**src/rtl/core/dspe_pkg.sv**
```systemverilog
// ---------------------------------------------------------------------------
// dspe_pkg
// Shared constants, codes and types of the difference sign pattern encoder.
// ---------------------------------------------------------------------------
package dspe_pkg;

   localparam int MAX_COLUMNS   = 16;
   localparam int FRACTION_BITS = 16;

   localparam int COORD_W     = 32;
   localparam int MAG_W       = COORD_W + 1;
   localparam int TOL_W       = 16;
   localparam int LEN_W       = 5;
   localparam int COL_W       = $clog2(MAX_COLUMNS + 1);
   localparam int STORE_DEPTH = MAX_COLUMNS - 1;
   localparam int SLOT_W      = $clog2(STORE_DEPTH);
   localparam int DIV_SHIFT   = COORD_W - FRACTION_BITS;
   localparam int CNT_W       = $clog2(COORD_W);
   localparam int QUEUE_DEPTH = 2;

   // configuration register indexes
   localparam int CSR_IDX_W  = 2;
   localparam int CSR_DATA_W = 16;
   localparam logic [CSR_IDX_W-1:0] CSR_RELATIVE_MODE = 2'd0;
   localparam logic [CSR_IDX_W-1:0] CSR_DROP_MISSING  = 2'd1;
   localparam logic [CSR_IDX_W-1:0] CSR_ZERO_TOL      = 2'd2;
   localparam logic [CSR_IDX_W-1:0] CSR_ROW_LENGTH    = 2'd3;

   localparam logic [TOL_W-1:0] ZERO_TOL_RESET   = 16'd1;
   localparam logic [LEN_W-1:0] ROW_LENGTH_RESET = 5'd16;

   // symbol codes
   localparam logic [1:0] SYM_MISSING   = 2'd0;
   localparam logic [1:0] SYM_NEGATIVE  = 2'd1;
   localparam logic [1:0] SYM_NEAR_ZERO = 2'd2;
   localparam logic [1:0] SYM_POSITIVE  = 2'd3;

   // job kinds, decided by the front end
   localparam logic [2:0] KIND_MISSING = 3'd0;
   localparam logic [2:0] KIND_ZERO    = 3'd1;
   localparam logic [2:0] KIND_PLAIN   = 3'd2;
   localparam logic [2:0] KIND_DIVZERO = 3'd3;
   localparam logic [2:0] KIND_DIVIDE  = 3'd4;

   typedef struct packed {
      logic             relative_mode;
      logic             drop_rows_with_missing;
      logic [TOL_W-1:0] zero_tolerance;
      logic [LEN_W-1:0] row_length;
   } cfg_type;

   typedef struct packed {
      logic [2:0]         kind;
      logic               neg;
      logic [MAG_W-1:0]   diff_mag;
      logic [COORD_W-1:0] prev_mag;
      logic [SLOT_W-1:0]  slot;
      logic               row_end;
      logic               dropped;
   } job_type;

   typedef struct packed {
      logic [COORD_W-1:0] value;
      logic               missing;
      logic               sat;
   } entry_type;

   localparam int ENTRY_W = $bits(entry_type);

   typedef struct packed {
      logic [COORD_W-1:0] signature;
      logic               signature_missing;
      logic [1:0]         symbol;
      logic               saturated;
      logic               row_dropped;
      logic               last_in_row;
   } rsp_type;

endpackage

```
**src/rtl/core/dspe_if.sv**
```systemverilog
// ---------------------------------------------------------------------------
// dspe_req_if / dspe_rsp_if
// Valid/ready channels for coordinates in and signatures out.
// ---------------------------------------------------------------------------
interface dspe_req_if import dspe_pkg::*; ();
   logic                      valid;
   logic                      ready;
   logic signed [COORD_W-1:0] coordinate;
   logic                      coordinate_missing;

   modport source (output valid, output coordinate, output coordinate_missing, input ready);
   modport sink (input valid, input coordinate, input coordinate_missing, output ready);
endinterface

interface dspe_rsp_if import dspe_pkg::*; ();
   logic                      valid;
   logic                      ready;
   logic signed [COORD_W-1:0] signature;
   logic                      signature_missing;
   logic [1:0]                symbol;
   logic                      saturated;
   logic                      row_dropped;
   logic                      last_in_row;

   modport source (output valid, output signature, output signature_missing, output symbol,
                   output saturated, output row_dropped, output last_in_row, input ready);
   modport sink (input valid, input signature, input signature_missing, input symbol,
                 input saturated, input row_dropped, input last_in_row, output ready);
endinterface

```
**src/rtl/core/dspe_ram.sv**
```systemverilog
// ---------------------------------------------------------------------------
// dspe_ram
// Generic single write port, single read port RAM with registered read.
// ---------------------------------------------------------------------------
module dspe_ram #(
   parameter int WIDTH = 8,
   parameter int DEPTH = 16
) (
   input  logic                     clock,
   input  logic                     wr_en,
   input  logic [$clog2(DEPTH)-1:0] wr_addr,
   input  logic [WIDTH-1:0]         wr_data,
   input  logic [$clog2(DEPTH)-1:0] rd_addr,
   output logic [WIDTH-1:0]         rd_data
);

   logic [WIDTH-1:0] mem_ff [DEPTH];
   logic [WIDTH-1:0] rd_data_ff;

   always_ff @(posedge clock) begin
      if (wr_en) begin
         mem_ff[wr_addr] <= wr_data;
      end
      rd_data_ff <= mem_ff[rd_addr];
   end

   assign rd_data = rd_data_ff;

endmodule

```
**src/rtl/core/dspe_queue.sv**
```systemverilog
// ---------------------------------------------------------------------------
// dspe_queue
// Short job queue between the classifying front end and the back end.
// ---------------------------------------------------------------------------
module dspe_queue import dspe_pkg::*; (
   input  logic    clock,
   input  logic    reset,
   input  logic    push,
   input  job_type push_job,
   output logic    full,
   input  logic    pop,
   output job_type pop_job,
   output logic    empty
);

   localparam int PTR_W = $clog2(QUEUE_DEPTH);
   localparam int CNT_QW = $clog2(QUEUE_DEPTH + 1);

   job_type            slot_ff [QUEUE_DEPTH];
   logic [PTR_W-1:0]   wr_ptr_ff, wr_ptr_in;
   logic [PTR_W-1:0]   rd_ptr_ff, rd_ptr_in;
   logic [CNT_QW-1:0]  count_ff, count_in;

   function automatic logic [PTR_W-1:0] next_ptr(input logic [PTR_W-1:0] ptr);
      logic [PTR_W-1:0] nxt;
      if (ptr == PTR_W'(QUEUE_DEPTH - 1)) begin
         nxt = '0;
      end else begin
         nxt = ptr + 1'b1;
      end
      return nxt;
   endfunction

   assign full    = (count_ff == CNT_QW'(QUEUE_DEPTH));
   assign empty   = (count_ff == '0);
   assign pop_job = slot_ff[rd_ptr_ff];

   always_comb begin
      wr_ptr_in = push ? next_ptr(wr_ptr_ff) : wr_ptr_ff;
      rd_ptr_in = pop ? next_ptr(rd_ptr_ff) : rd_ptr_ff;
      count_in  = count_ff + CNT_QW'(push) - CNT_QW'(pop);
   end

   always_ff @(posedge clock) begin
      if (reset) begin
         wr_ptr_ff <= '0;
         rd_ptr_ff <= '0;
         count_ff  <= '0;
      end else begin
         wr_ptr_ff <= wr_ptr_in;
         rd_ptr_ff <= rd_ptr_in;
         count_ff  <= count_in;
      end
   end

   always_ff @(posedge clock) begin
      if (push) begin
         slot_ff[wr_ptr_ff] <= push_job;
      end
   end

   a_no_push_when_full: assert property (@(posedge clock) disable iff (reset)
      push |-> !full)
      else $error("job pushed into a full queue");

   a_no_pop_when_empty: assert property (@(posedge clock) disable iff (reset)
      pop |-> !empty)
      else $error("job popped from an empty queue");

endmodule

```
**src/rtl/core/dspe_front.sv**
```systemverilog
// ---------------------------------------------------------------------------
// dspe_front
// Takes coordinates, forms the difference of each pair and classifies it.
// ---------------------------------------------------------------------------
module dspe_front import dspe_pkg::*; (
   input  logic           clock,
   input  logic           reset,
   input  cfg_type        cfg,
   dspe_req_if.sink       req,
   input  logic           queue_full,
   output logic           push,
   output job_type        push_job
);

   logic [COL_W-1:0]   col_ff, col_in;
   logic [COORD_W-1:0] prev_ff, prev_in;
   logic               prev_miss_ff, prev_miss_in;
   logic               row_miss_ff, row_miss_in;

   logic [COL_W-1:0]   eff_len;
   logic [COL_W-1:0]   col_next;
   logic [MAG_W-1:0]   diff;
   logic               diff_neg;
   logic [MAG_W-1:0]   diff_mag;
   logic [COORD_W-1:0] prev_mag;
   logic               pair_missing;
   logic               near_zero;
   logic               accept;
   logic               row_end;

   // row length clamped into the supported range
   always_comb begin
      priority if (int'(cfg.row_length) < 2) begin
         eff_len = COL_W'(2);
      end else if (int'(cfg.row_length) > MAX_COLUMNS) begin
         eff_len = COL_W'(MAX_COLUMNS);
      end else begin
         eff_len = COL_W'(cfg.row_length);
      end
   end

   assign req.ready = (col_ff == '0) || !queue_full;
   assign accept    = req.valid && req.ready;
   assign push      = accept && (col_ff != '0);

   assign col_next     = col_ff + 1'b1;
   assign row_end      = (col_next >= eff_len);
   assign diff         = {req.coordinate[COORD_W-1], req.coordinate} - {prev_ff[COORD_W-1], prev_ff};
   assign diff_neg     = diff[MAG_W-1];
   assign diff_mag     = diff_neg ? (MAG_W'(0) - diff) : diff;
   assign prev_mag     = prev_ff[COORD_W-1] ? (COORD_W'(0) - prev_ff) : prev_ff;
   assign pair_missing = prev_miss_ff || req.coordinate_missing;
   assign near_zero    = (diff_mag <= MAG_W'(cfg.zero_tolerance));

   always_comb begin
      push_job.diff_mag = diff_mag;
      push_job.prev_mag = prev_mag;
      push_job.slot     = SLOT_W'(col_ff - 1'b1);
      push_job.row_end  = row_end;
      push_job.dropped  = cfg.drop_rows_with_missing && (row_miss_ff || pair_missing);
      push_job.neg      = diff_neg;
      priority if (pair_missing) begin
         push_job.kind = KIND_MISSING;
      end else if (near_zero) begin
         push_job.kind = KIND_ZERO;
      end else if (!cfg.relative_mode) begin
         push_job.kind = KIND_PLAIN;
      end else if (prev_ff == '0) begin
         push_job.kind = KIND_DIVZERO;
      end else begin
         push_job.kind = KIND_DIVIDE;
         // quotient sign follows both operands
         push_job.neg  = diff_neg ^ prev_ff[COORD_W-1];
      end
   end

   always_comb begin
      col_in       = col_ff;
      prev_in      = prev_ff;
      prev_miss_in = prev_miss_ff;
      row_miss_in  = row_miss_ff;
      if (accept) begin
         prev_in      = req.coordinate;
         prev_miss_in = req.coordinate_missing;
         if (col_ff == '0) begin
            col_in = COL_W'(1);
         end else if (row_end) begin
            col_in      = '0;
            row_miss_in = 1'b0;
         end else begin
            col_in      = col_next;
            row_miss_in = row_miss_ff || pair_missing;
         end
      end
   end

   always_ff @(posedge clock) begin
      if (reset) begin
         col_ff       <= '0;
         prev_ff      <= '0;
         prev_miss_ff <= 1'b0;
         row_miss_ff  <= 1'b0;
      end else begin
         col_ff       <= col_in;
         prev_ff      <= prev_in;
         prev_miss_ff <= prev_miss_in;
         row_miss_ff  <= row_miss_in;
      end
   end

   a_row_end_clears: assert property (@(posedge clock) disable iff (reset)
      (push && push_job.row_end) |=> (col_ff == '0 && !row_miss_ff))
      else $error("row state not cleared after the last coordinate");

endmodule

```
**src/rtl/core/dspe_back.sv**
```systemverilog
// ---------------------------------------------------------------------------
// dspe_back
// Finishes each job (saturation, bit-serial divide), keeps the row's
// signatures and plays the run out at row end.
// ---------------------------------------------------------------------------
module dspe_back import dspe_pkg::*; (
   input  logic       clock,
   input  logic       reset,
   input  cfg_type    cfg,
   input  logic       queue_empty,
   output logic       pop,
   input  job_type    pop_job,
   dspe_rsp_if.source rsp
);

   localparam logic [2:0] ST_IDLE = 3'd0;
   localparam logic [2:0] ST_EXEC = 3'd1;
   localparam logic [2:0] ST_DIV  = 3'd2;
   localparam logic [2:0] ST_FIN  = 3'd3;
   localparam logic [2:0] ST_RD   = 3'd4;
   localparam logic [2:0] ST_OUT  = 3'd5;

   localparam logic [MAG_W-1:0] POS_LIMIT = MAG_W'({1'b0, {(COORD_W-1){1'b1}}});
   localparam logic [MAG_W-1:0] NEG_LIMIT = MAG_W'(1) << (COORD_W - 1);

   logic [2:0]         state_ff, state_in;
   job_type            job_ff, job_in;
   logic [COORD_W-1:0] rem_ff, rem_in;
   logic [COORD_W-1:0] quo_ff, quo_in;
   logic [CNT_W-1:0]   cnt_ff, cnt_in;
   logic [SLOT_W-1:0]  k_ff, k_in;
   rsp_type            out_ff, out_in;
   logic               rsp_valid_ff, rsp_valid_in;

   logic               wr_en;
   entry_type          wr_data;
   entry_type          direct;
   entry_type          rd_entry;
   logic [ENTRY_W-1:0] rd_data;
   logic               div_ovf;
   logic [MAG_W-1:0]   trial;
   logic [MAG_W-1:0]   trial_sub;
   logic               trial_ge;
   logic               load;
   logic               last;

   function automatic entry_type clip(input logic [MAG_W-1:0] mag, input logic neg);
      entry_type          e;
      logic [COORD_W-1:0] m;
      e.missing = 1'b0;
      if (neg) begin
         e.sat = (mag > NEG_LIMIT);
         m     = e.sat ? NEG_LIMIT[COORD_W-1:0] : mag[COORD_W-1:0];
         e.value = COORD_W'(0) - m;
      end else begin
         e.sat = (mag > POS_LIMIT);
         m     = e.sat ? POS_LIMIT[COORD_W-1:0] : mag[COORD_W-1:0];
         e.value = m;
      end
      return e;
   endfunction

   function automatic logic [1:0] symbol_of(input entry_type e, input logic [TOL_W-1:0] tol);
      logic [COORD_W-1:0] mag;
      logic [1:0]         sym;
      mag = e.value[COORD_W-1] ? (COORD_W'(0) - e.value) : e.value;
      priority if (e.missing) begin
         sym = SYM_MISSING;
      end else if (mag <= COORD_W'(tol)) begin
         sym = SYM_NEAR_ZERO;
      end else if (e.value[COORD_W-1]) begin
         sym = SYM_NEGATIVE;
      end else begin
         sym = SYM_POSITIVE;
      end
      return sym;
   endfunction

   // quotient would need more than the word: saturate without dividing
   assign div_ovf = ({{DIV_SHIFT{1'b0}}, job_ff.diff_mag}
                     >= {1'b0, job_ff.prev_mag, {DIV_SHIFT{1'b0}}});

   // one restoring step per cycle
   assign trial     = {rem_ff, quo_ff[COORD_W-1]};
   assign trial_sub = trial - {1'b0, job_ff.prev_mag};
   assign trial_ge  = (trial >= {1'b0, job_ff.prev_mag});

   assign rd_entry = entry_type'(rd_data);
   assign last     = (k_ff == job_ff.slot);

   always_comb begin
      direct = '0;
      unique case (job_ff.kind)
         KIND_MISSING: direct.missing = 1'b1;
         KIND_ZERO:    direct = '0;
         KIND_PLAIN:   direct = clip(job_ff.diff_mag, job_ff.neg);
         KIND_DIVZERO, KIND_DIVIDE: begin
            direct.sat   = 1'b1;
            direct.value = job_ff.neg ? NEG_LIMIT[COORD_W-1:0] : POS_LIMIT[COORD_W-1:0];
         end
         default:      direct = '0;
      endcase
   end

   always_comb begin
      state_in     = state_ff;
      job_in       = job_ff;
      rem_in       = rem_ff;
      quo_in       = quo_ff;
      cnt_in       = cnt_ff;
      k_in         = k_ff;
      out_in       = out_ff;
      rsp_valid_in = rsp_valid_ff && !rsp.ready;
      pop          = 1'b0;
      wr_en        = 1'b0;
      wr_data      = direct;
      load         = 1'b0;
      unique case (state_ff)
         ST_IDLE: begin
            if (!queue_empty) begin
               pop      = 1'b1;
               job_in   = pop_job;
               state_in = ST_EXEC;
            end
         end
         ST_EXEC: begin
            if (job_ff.kind == KIND_DIVIDE && !div_ovf) begin
               rem_in   = COORD_W'(job_ff.diff_mag[MAG_W-1:DIV_SHIFT]);
               quo_in   = {job_ff.diff_mag[DIV_SHIFT-1:0], {FRACTION_BITS{1'b0}}};
               cnt_in   = '0;
               state_in = ST_DIV;
            end else begin
               wr_en    = 1'b1;
               k_in     = '0;
               state_in = job_ff.row_end ? ST_RD : ST_IDLE;
            end
         end
         ST_DIV: begin
            rem_in = trial_ge ? trial_sub[COORD_W-1:0] : trial[COORD_W-1:0];
            quo_in = {quo_ff[COORD_W-2:0], trial_ge};
            cnt_in = cnt_ff + 1'b1;
            if (cnt_ff == CNT_W'(COORD_W - 1)) begin
               state_in = ST_FIN;
            end
         end
         ST_FIN: begin
            wr_en    = 1'b1;
            wr_data  = clip(MAG_W'(quo_ff), job_ff.neg);
            k_in     = '0;
            state_in = job_ff.row_end ? ST_RD : ST_IDLE;
         end
         ST_RD: begin
            state_in = ST_OUT;
         end
         ST_OUT: begin
            if (!rsp_valid_ff || rsp.ready) begin
               load                     = 1'b1;
               out_in.signature         = rd_entry.value;
               out_in.signature_missing = rd_entry.missing;
               out_in.symbol            = symbol_of(rd_entry, cfg.zero_tolerance);
               out_in.saturated         = rd_entry.sat;
               out_in.row_dropped       = job_ff.dropped;
               out_in.last_in_row       = last;
               rsp_valid_in             = 1'b1;
               k_in                     = k_ff + 1'b1;
               state_in                 = last ? ST_IDLE : ST_RD;
            end
         end
         default: begin
            state_in = ST_IDLE;
         end
      endcase
   end

   dspe_ram #(
      .WIDTH (ENTRY_W),
      .DEPTH (STORE_DEPTH)
   ) u_store (
      .clock   (clock),
      .wr_en   (wr_en),
      .wr_addr (job_ff.slot),
      .wr_data (wr_data),
      .rd_addr (k_ff),
      .rd_data (rd_data)
   );

   always_ff @(posedge clock) begin
      if (reset) begin
         state_ff     <= ST_IDLE;
         rsp_valid_ff <= 1'b0;
         cnt_ff       <= '0;
         k_ff         <= '0;
      end else begin
         state_ff     <= state_in;
         rsp_valid_ff <= rsp_valid_in;
         cnt_ff       <= cnt_in;
         k_ff         <= k_in;
      end
   end

   always_ff @(posedge clock) begin
      job_ff <= job_in;
      rem_ff <= rem_in;
      quo_ff <= quo_in;
      out_ff <= out_in;
   end

   assign rsp.valid             = rsp_valid_ff;
   assign rsp.signature         = out_ff.signature;
   assign rsp.signature_missing = out_ff.signature_missing;
   assign rsp.symbol            = out_ff.symbol;
   assign rsp.saturated         = out_ff.saturated;
   assign rsp.row_dropped       = out_ff.row_dropped;
   assign rsp.last_in_row       = out_ff.last_in_row;

   a_rem_below_divisor: assert property (@(posedge clock) disable iff (reset)
      (state_ff == ST_DIV) |-> (rem_ff < job_ff.prev_mag))
      else $error("partial remainder not below divisor");

   a_run_ends_idle: assert property (@(posedge clock) disable iff (reset)
      (load && last) |=> (state_ff == ST_IDLE && rsp.last_in_row && rsp.valid))
      else $error("run did not end after its last item");

endmodule

```
**src/rtl/core/difference_sign_pattern_encoder_unit.sv**
```systemverilog
// ---------------------------------------------------------------------------
// difference_sign_pattern_encoder_unit
// Sign-of-difference symbolisation of state rows, one coordinate per item.
// ---------------------------------------------------------------------------
// Coordinates of a row arrive one per item (signed Q16.16 with a missing
// flag). The first coordinate of a row is taken and gives nothing. Every
// later coordinate gives a signature: plain difference, or relative change
// in relative mode, kept in a small store; after the row's last coordinate
// the whole run comes out in column order. A plain, missing, near-zero,
// divide-by-zero or overflowing signature is stored straight from the back
// end's execute state; any other relative change goes through the
// bit-serial divider that produces one quotient bit a cycle. Each item of
// the run at row end waits for the registered read of the signature store.
// A two-entry job queue sits between the classifying front end and the back
// end, so coordinates keep being taken while the queue has room during a
// division or a run, and an output register lets the back end go on while
// a result waits to be taken. Configuration is four registers: relative
// mode, drop mode, zero tolerance and row length (clamped to 2..16).
// ---------------------------------------------------------------------------
module difference_sign_pattern_encoder_unit import dspe_pkg::*; (
   input  logic                  clock,
   input  logic                  reset,
   dspe_req_if.sink              req_chan,
   dspe_rsp_if.source            rsp_chan,
   input  logic                  csr_write_enable,
   input  logic [CSR_IDX_W-1:0]  csr_index,
   input  logic [CSR_DATA_W-1:0] csr_write_data
);

   cfg_type cfg_ff, cfg_in;
   logic    queue_full;
   logic    queue_empty;
   logic    push;
   logic    pop;
   job_type push_job;
   job_type pop_job;

   always_comb begin
      cfg_in = cfg_ff;
      if (csr_write_enable) begin
         unique case (csr_index)
            CSR_RELATIVE_MODE: cfg_in.relative_mode          = csr_write_data[0];
            CSR_DROP_MISSING:  cfg_in.drop_rows_with_missing = csr_write_data[0];
            CSR_ZERO_TOL:      cfg_in.zero_tolerance         = csr_write_data[TOL_W-1:0];
            CSR_ROW_LENGTH:    cfg_in.row_length             = csr_write_data[LEN_W-1:0];
            default:           cfg_in = cfg_ff;
         endcase
      end
   end

   always_ff @(posedge clock) begin
      if (reset) begin
         cfg_ff.relative_mode          <= 1'b1;
         cfg_ff.drop_rows_with_missing <= 1'b1;
         cfg_ff.zero_tolerance         <= ZERO_TOL_RESET;
         cfg_ff.row_length             <= ROW_LENGTH_RESET;
      end else begin
         cfg_ff <= cfg_in;
      end
   end

   dspe_front u_front (
      .clock      (clock),
      .reset      (reset),
      .cfg        (cfg_ff),
      .req        (req_chan),
      .queue_full (queue_full),
      .push       (push),
      .push_job   (push_job)
   );

   dspe_queue u_queue (
      .clock    (clock),
      .reset    (reset),
      .push     (push),
      .push_job (push_job),
      .full     (queue_full),
      .pop      (pop),
      .pop_job  (pop_job),
      .empty    (queue_empty)
   );

   dspe_back u_back (
      .clock       (clock),
      .reset       (reset),
      .cfg         (cfg_ff),
      .queue_empty (queue_empty),
      .pop         (pop),
      .pop_job     (pop_job),
      .rsp         (rsp_chan)
   );

endmodule

```
**src/flat_wrapper.sv**
```systemverilog
// flat-port wrapper written by rule: the top's interface ports become plain ports
module difference_sign_pattern_encoder_unit_flat import dspe_pkg::*;
  (clock, reset, csr_write_enable, csr_index, csr_write_data, req_chan_valid, req_chan_coordinate, req_chan_coordinate_missing, req_chan_ready, rsp_chan_valid, rsp_chan_signature, rsp_chan_signature_missing, rsp_chan_symbol, rsp_chan_saturated, rsp_chan_row_dropped, rsp_chan_last_in_row, rsp_chan_ready);
  dspe_req_if req_chan_i ();
  dspe_rsp_if rsp_chan_i ();
  input  logic clock;
  input  logic reset;
  input  logic csr_write_enable;
  input  logic [CSR_IDX_W-1:0] csr_index;
  input  logic [CSR_DATA_W-1:0] csr_write_data;
  input wire logic [$bits(req_chan_i.valid)-1:0] req_chan_valid;
  input wire logic [$bits(req_chan_i.coordinate)-1:0] req_chan_coordinate;
  input wire logic [$bits(req_chan_i.coordinate_missing)-1:0] req_chan_coordinate_missing;
  output wire logic [$bits(req_chan_i.ready)-1:0] req_chan_ready;
  output wire logic [$bits(rsp_chan_i.valid)-1:0] rsp_chan_valid;
  output wire logic [$bits(rsp_chan_i.signature)-1:0] rsp_chan_signature;
  output wire logic [$bits(rsp_chan_i.signature_missing)-1:0] rsp_chan_signature_missing;
  output wire logic [$bits(rsp_chan_i.symbol)-1:0] rsp_chan_symbol;
  output wire logic [$bits(rsp_chan_i.saturated)-1:0] rsp_chan_saturated;
  output wire logic [$bits(rsp_chan_i.row_dropped)-1:0] rsp_chan_row_dropped;
  output wire logic [$bits(rsp_chan_i.last_in_row)-1:0] rsp_chan_last_in_row;
  input wire logic [$bits(rsp_chan_i.ready)-1:0] rsp_chan_ready;
  assign req_chan_i.valid = req_chan_valid;
  assign req_chan_i.coordinate = req_chan_coordinate;
  assign req_chan_i.coordinate_missing = req_chan_coordinate_missing;
  assign req_chan_ready = req_chan_i.ready;
  assign rsp_chan_valid = rsp_chan_i.valid;
  assign rsp_chan_signature = rsp_chan_i.signature;
  assign rsp_chan_signature_missing = rsp_chan_i.signature_missing;
  assign rsp_chan_symbol = rsp_chan_i.symbol;
  assign rsp_chan_saturated = rsp_chan_i.saturated;
  assign rsp_chan_row_dropped = rsp_chan_i.row_dropped;
  assign rsp_chan_last_in_row = rsp_chan_i.last_in_row;
  assign rsp_chan_i.ready = rsp_chan_ready;
  difference_sign_pattern_encoder_unit u_core (.clock(clock), .reset(reset), .req_chan(req_chan_i), .rsp_chan(rsp_chan_i), .csr_write_enable(csr_write_enable), .csr_index(csr_index), .csr_write_data(csr_write_data));
endmodule
```
**config.mk**
```make
export PLATFORM = sky130hd
export DESIGN_NAME = difference_sign_pattern_encoder_unit_flat
export DESIGN_NICKNAME = d
export VERILOG_FILES = /design/src/rtl/core/dspe_pkg.sv /design/src/rtl/core/dspe_if.sv /design/src/rtl/core/dspe_ram.sv /design/src/rtl/core/dspe_queue.sv /design/src/rtl/core/dspe_front.sv /design/src/rtl/core/dspe_back.sv /design/src/rtl/core/difference_sign_pattern_encoder_unit.sv /design/src/flat_wrapper.sv
export SDC_FILE = /design/constraint.sdc
export NUM_CORES = 1
export LEC_CHECK = 0
export ABC_AREA = 0
export BUFFER_PORTS_ARGS = -buffer_cell sky130_fd_sc_hd__buf_4
export CORE_MARGIN = 4
export CORE_UTILIZATION = 30
export CTS_CLUSTER_DIAMETER = 120
export DETAILED_ROUTE_END_ITERATION = 7
export PLACE_DENSITY = 0.52
export SETUP_SLACK_MARGIN = 0.4
export SLEW_MARGIN = 20
export SYNTH_ARGS = -nofsm -noshare
export SYNTH_HDL_FRONTEND = slang
export SYNTH_HIERARCHICAL = 1
export SYNTH_SLANG_ARGS = --single-unit
```
**constraint.sdc**
```tcl
create_clock -name clock -period 11.25 [get_ports clock]
set_clock_uncertainty 0.15 [all_clocks]
set_input_delay 0.5625 -clock clock [delete_from_list [all_inputs] [get_ports clock]]
set_output_delay 0.5625 -clock clock [all_outputs]
set_load 0.02 [all_outputs]
```
==> results.toml, run 1 <==
[run_status]
status = "finished, final reports clean"

[flow_run]
cap_violations = 0

[floorplanning]
area_of_the_core_um2 = 152300
initial_core_util_pct = 30.27
design.portCount = 96
overall_die_width_um = 399.9
die_height_um = 399.9
floorplan.rows = 143
die_area_um2 = 159900

[detailed_routing]
remaining_drc_errors = 0
average_detailed_routed_wire_length_per_instance_um = 21.81
dr_total_vias = 30460
postRouteAntennaNets = 0
drt_first_pass_iters = 6
post_drt_via_cell_ratio = 5.177
drt-total-wl_um = 128300
detail_route.iter0.violations = 2695

[sta]
rsz0062_at_grt = "false"
final_min_period_over_clock_period_pct = 57.63
minimum_period_implied_by_the_final_worst_setup_slack_ns = 6.483
finalSetupViolations = 0
tns_ns = 0
timing.final.max_slew_violations = 0
timing.max_slew.rel_slack_pct = 28.69
worst_pin_slew_ns = 1.067
timing_hold_violations_final = 0
max_clock_freq_ghz = 0.1542

[clock_network]
cts.sink_count = 951
clkLatencyLatePin_ns = 0.70
h-tree-depth = 3
clock_tree_from_tritoncts = "done"
setup_fix_bufs_post_cts = 0
cts_max_path_buffers = 3
clock_transition_time_at_the_flip_flop_clock_pins_of_the_worst_setup_and_hold_paths_ns = 0.06
cts.root.buffer_cell = "clkbuf_16"
tritoncts.num_buffers = 95

[pwr]
ir_drop_uv = 176.8
power_leakage_nw = 17.78
cell_pwr_density_nw_per_um2 = 210.3

[critical_path]
cp-endpoint = "u_core/u_queue/slot_ff[1][71]"
critPathBufInv = 4
start_kind = "input pin"
worst_setup_path_end_kind = "flop"
r2r_setup_slack_ns = 4.88
r2r_end = "u_core/u_queue/slot_ff[1][71]"
timing.critical_path.slowest_cell_delay_ns = 0.55
worstPathRequired_ns = 11.54
worstSetupPathType = "in2reg"
reg2reg_from = "u_core/u_front/prev_ff[2]"
critical_path.most_common_cell = "o21a_1"
critical_path_depth = 27
cpMaxStageDelayCell = "dlygate4sd3_1"
rr_worst_depth = 21
worstPathArrival_ns = 6.78
first_element_of_the_critical_path = "req_chan_coordinate[0]"
critPathMaxFanout = 24
worst_path_dominant_cell_family = "compound AO/OA/AOI/OAI gates"

[yosys]
postSynthNetCount = 3810
ys_async_sr_fraction_pct = 0
ys_seq_elements = 951
edff_count_synth = 837
postSynth.topFlopCell = "edfxtp_1"
synth.yosys.seq_area_share_pct = 59.49
mappedNetlistArea_um2 = 46080
synthCells = 3621
yosys_warnings = 6
synth_cell_types = 107
mean_area_per_synthesized_cell_um2 = 12.73

[finish]
fillCellCount = 14820
non_filler_instance_count_after_layout = 5883
layout_commonest_cell = "edfxtp_1"
flow.area_growth_from_synthesis_pct = 14.99
final_layout_size_suffix_gt1_share_pct = 14.91
finalNetCount = 3959
mostFrequentLayoutCells = "edfxtp_1, nand2_1, a21oi_1"

[grt]
global_route.overflow_total = 0
vias_in_the_first_global_route = 29690
antenna_found_initial = 1
globalRouteTotalUtil_pct = 15.73
largest_net_degree_at_the_start_of_global_routing = 118
grt_first_pass_wirelength_um = 191800

[placement]
place.detailed.instances = 5654
post-dp-hpwl_um = 82460
gp_congestion = 0.8725
place.port_buffers = 95

[min_path]
hp-class = "in2reg"
## sequential cells by signal (all words and copies together), names as in the netlist, 3 cells and up, named ones only
name / flops
u_core/cfg_ff: 23
u_core/u_back/cnt_ff: 5
u_core/u_back/job_ff: 75
u_core/u_back/k_ff: 4
u_core/u_back/quo_ff: 32
u_core/u_back/rem_ff: 32
u_core/u_back/rsp.signature: 32
u_core/u_back/state_ff: 3
u_core/u_back/u_store/mem_ff: 510
u_core/u_back/u_store/rd_data: 34
u_core/u_front/col_ff: 5
u_core/u_front/prev_ff: 32
u_core/u_queue/slot_ff: 150
## cell type report
cell class	instances	area [um^2]	area share, %
tap	2030	2540	4.793
antenna	3	7.507	0.01417
clock inverter	60	638.1	1.204
timing repair buffer	218	1767	3.334
multi-input combinational	2357	17490	33.01
inverter	147	551.8	1.041
sequential	951	27430	51.76
clock buffer	117	2562	4.836
## routing by layer
layer,track usage (%),share of wire [%]
met5,0,0
met4,4.163,2.2
met3,2.095,5.6
met2,25.83,47
met1,21.93,45
## repair_timing
item,CTS,global route
hold buffers,47,0
gates resized for setup,0,0
hold endpoints to repair,49,0
setup endpoints to repair,0,0
## metrics by stage
stage / utilization, % / power [mW] / hold slack, ns / cell area, um^2 / setup WS [ns]
floorplan: - / 6.950 / 0.2355 / 46080 / 1.630
global placement: 32.36 / 7.925 / 0.2433 / 49270 / 4.684
detailed placement: 32.36 / 7.945 / 0.2447 / 49280 / 4.653
CTS: 34.77 / 11.23 / 0.001999 / 52950 / 4.834
global route: 34.80 / 11.71 / 0.03786 / 52980 / 4.419
finish: 34.80 / 11.14 / 0.05648 / 52990 / 4.767
## Yosys cell counts (all sizes together), types with 37 or more instances
library cell  count  area (um^2)
a21oi           212         1065
a22oi            46        350.3
and2             37        232.7
buf              53        406.6
clkbuf          112        421.7
dfxtp           114         2282
edfxtp          837        25130
ha              131         1639
inv             147        551.8
mux2             76         1044
mux2i            78        780.8
mux4             90         2027
nand2           322         1209
nand2b           69        431.7
nand3            73        375.4
nand4            41        256.5
nor2            204        765.7
nor2b            41        264.0
nor3             66        346.6
nor4             41        284.0
o211ai           51        382.9
o21ai           177        893.4
or3              42        269.0
xnor2            87        762.0
xor2             40        350.3
## how the worst min path moves through the flow
stage / startpoint / to / slack, ns / cells after the start
after global placement: u_core/u_back/u_store/rd_data[0] / u_core/u_back/rsp.saturated / 0.24 / 0
after global routing: csr_index[0] / u_core/cfg_ff[22] / 0.04 / 3
after detailed placement: u_core/u_back/u_store/rd_data[0] / u_core/u_back/rsp.saturated / 0.24 / 0
after CTS: csr_index[0] / u_core/cfg_ff[22] / 0.002 / 3
final: csr_write_data[1] / u_core/cfg_ff[6] / 0.06 / 3
after floorplan: u_core/u_back/u_store/rd_data[0] / u_core/u_back/rsp.saturated / 0.24 / 0
## cell families after synthesis
group	Yosys count	synth area share (%)
compound gates	837	11.99
xor+xnor	128	2.463
fa+ha+maj	133	3.644
buf+inv	313	3.014
flops	951	59.49
mux	244	8.357
simple gates	1015	11.04
## tightest hold or removal path: stages
cell and delay, ns:
buf_4 0.07, nand2b_1 0.09, mux2i_1 0.14
## power breakdown
| part | switching, mW | internal [mW] | leakage, nW |
|---|---|---|---|
| Sequential | 0.348 | 4.53 | 8.64 |
| Clock | 1.40 | 1.84 | 1.56 |
| Combinational | 1.89 | 1.14 | 7.58 |
Note: power is estimated with default switching activity, not from simulation.
==> run 2: changes to the inputs <==
clock period = 6.5 ns   (was 11.25 ns; I/O delays follow)
==> run 2 against run 1 <==
Against the previous run:
- via count increased by 0.32%
- critical path depth is 8 lower
- die area unchanged
- utilization rose by 0.30 points
- register-to-register slack worse by 4.2 ns
- largest cell class unchanged
- critical endpoint unchanged
- critical path type is now reg2reg
- wire length is 0.77% lower
- flip-flop and latch count is the same
- combinational power increased by 75%
- clock power increased by 73%
==> results.toml, run 2 (synthesis gave the netlist of run 1 again) <==
[finish]
mostFrequentLayoutCells = "edfxtp_1, nand2_1, a21oi_1"
flow.area_growth_from_synthesis_pct = 15.97
finalNetCount = 3999
layout_commonest_cell = "edfxtp_1"
final_layout_size_suffix_gt1_share_pct = 15.98
largest_register_ffs = 510
registers.top_by_ff_count = "u_core/u_back/u_store/mem_ff"
top_regs = "u_core/u_back/u_store/mem_ff x510, u_core/u_queue/slot_ff x150, u_core/u_back/job_ff x75"

[pwr]
ir_drop_uv = 215.9
net_switching_power_figure_mw = 6.341
p_int_mw = 13.00
cell_pwr_density_nw_per_um2 = 361.9
p_seq_share_pct = 43.5
power_leakage_nw = 17.99
combPwrFrac_pct = 27.4
p_clk_share_pct = 29.1
netSwitchingFraction_pct = 32.78

[floorplanning]
die_area_um2 = 159900
initial_core_util_pct = 30.27
design.portCount = 96
area_of_the_core_um2 = 152300
die_height_um = 399.9
overall_die_width_um = 399.9
floorplan.rows = 143

[detailed_routing]
drt_first_pass_iters = 6
post_drt_via_cell_ratio = 5.157
postRouteAntennaNets = 0
detail_route.iter0.violations = 2630
dr_total_vias = 30550
average_detailed_routed_wire_length_per_instance_um = 21.49
drt-total-wl_um = 127300
remaining_drc_errors = 0

[min_path]
hp-class = "reg2reg"

[critical_path]
worst_setup_path_end_kind = "flop"
start_kind = "flop"
worstPathRequired_ns = 6.79
worstSetupPathType = "reg2reg"
critPathMaxFanout = 6
worstPathArrival_ns = 6.08

[clock_network]
tritoncts.num_buffers = 98
clock_transition_time_at_the_flip_flop_clock_pins_of_the_worst_setup_and_hold_paths_ns = 0.06
cts.root.buffer_cell = "clkbuf_16"
h-tree-depth = 3
cts_max_path_buffers = 3
cts.sink_count = 951
clkLatencyLatePin_ns = 0.71
clock_tree_from_tritoncts = "done"

[grt]
antenna_found_initial = 4
grt_first_pass_wirelength_um = 191400
global_route.overflow_total = 0
globalRouteTotalUtil_pct = 15.72
largest_net_degree_at_the_start_of_global_routing = 70
vias_in_the_first_global_route = 30190

[sta]
tns_ns = 0
finalSetupViolations = 0
finalWorstSetupSlack_ns = 0.7181
timing.max_slew.rel_slack_pct = 21.27
worst_pin_slew_ns = 1.179
rsz0062_at_grt = "false"
max_clock_freq_ghz = 0.1730
timing_hold_violations_final = 0
final_min_period_over_clock_period_pct = 88.95
timing.final.max_slew_violations = 0
minimum_period_implied_by_the_final_worst_setup_slack_ns = 5.782

[run_status]
status = "finished, final reports clean"

[placement]
place.port_buffers = 95
gp_congestion = 0.8770
post-dp-hpwl_um = 85260
dp_worst_setup_slack_ns = 0.3285

[flow_run]
cap_violations = 0
[run 2: through the flow]
| step | util (%) | total power, mW | std cells | area [um^2] | hold slack (ns) |
|---|---|---|---|---|---|
| after floorplan | - | 12.00 | 3621 | 46100 | 0.2355 |
| after global placement | 32.45 | 13.74 | 5672 | 49410 | 0.2412 |
| after detailed placement | 32.45 | 13.78 | 5673 | 49410 | 0.2446 |
| after CTS | 34.99 | 19.49 | 5917 | 53280 | 0.2288 |
| after global routing | 35.10 | 20.36 | 5923 | 53440 | 0.2645 |
| final | 35.10 | 19.34 | 5925 | 53440 | 0.2573 |
[run 2: repair_timing]
action                                  in CTS  in global routing
buffers inserted                             0                  5
resized for setup                            0                 27
hold endpoints to repair                    64                  0
endpoints found under the setup margin       0                  8
hold buffers                                61                  0
[run 2: critical path, stage by stage (launching register included)]
cell,delay (ns)
dfxtp_1,0.38
inv_1,0.08
ha_1,0.35
a21oi_1,0.36
nand2_1,0.18
o21a_1,0.22
or3_1,0.36
a221o_1,0.42
nor4b_4,0.32
a21oi_1,0.12
xor2_1,0.21
ha_1,0.23
nor3_1,0.16
o221ai_1,0.16
a211o_1,0.32
a211oi_2,0.29
nand4bb_1,0.14
or4_4,0.42
or4b_1,0.52
o211a_1,0.14
[run 2: routing by layer]
metal | global-route usage (%) | vias up | part of all wire (%)
li1 | - | 14290 | -
met1 | 21.80 | 15230 | 45
met2 | 25.14 | 855 | 46
met3 | 2.648 | 176 | 5.6
met4 | 4.980 | 0 | 2.7
met5 | 0 | - | 0
[run 2: layout make-up]
type | instances | area (um^2)
multi-input combinational | 2357 | 17580
clock inverter | 61 | 610.6
sequential | 951 | 27430
fill | 14730 | 98820
tap | 2030 | 2540
timing repair buffer | 255 | 2077
clock buffer | 122 | 2644
antenna | 2 | 5.005
inverter | 147 | 551.8
[run 2: worst paths after layout]
kind	startpoint	to	slack (ns)	depth (start not counted)
max	u_core/u_front/prev_ff[4]	u_core/u_queue/slot_ff[1][71]	0.72	19
min	u_core/u_back/u_store/rd_data[0]	u_core/u_back/rsp.saturated	0.26	0
max reg2reg	u_core/u_front/prev_ff[4]	u_core/u_queue/slot_ff[1][71]	0.72	19
min reg2reg	u_core/u_back/u_store/rd_data[0]	u_core/u_back/rsp.saturated	0.26	0
[run 2: power by group through the flow]
stage	Combinational [mW]	Clock, mW	Sequential, mW
global route	5.84	6.04	8.48
CTS	5.29	5.78	8.42
floorplan	3.76	0	8.24
detailed placement	5.24	0	8.54
global placement	5.21	0	8.53
finish	5.30	5.62	8.42
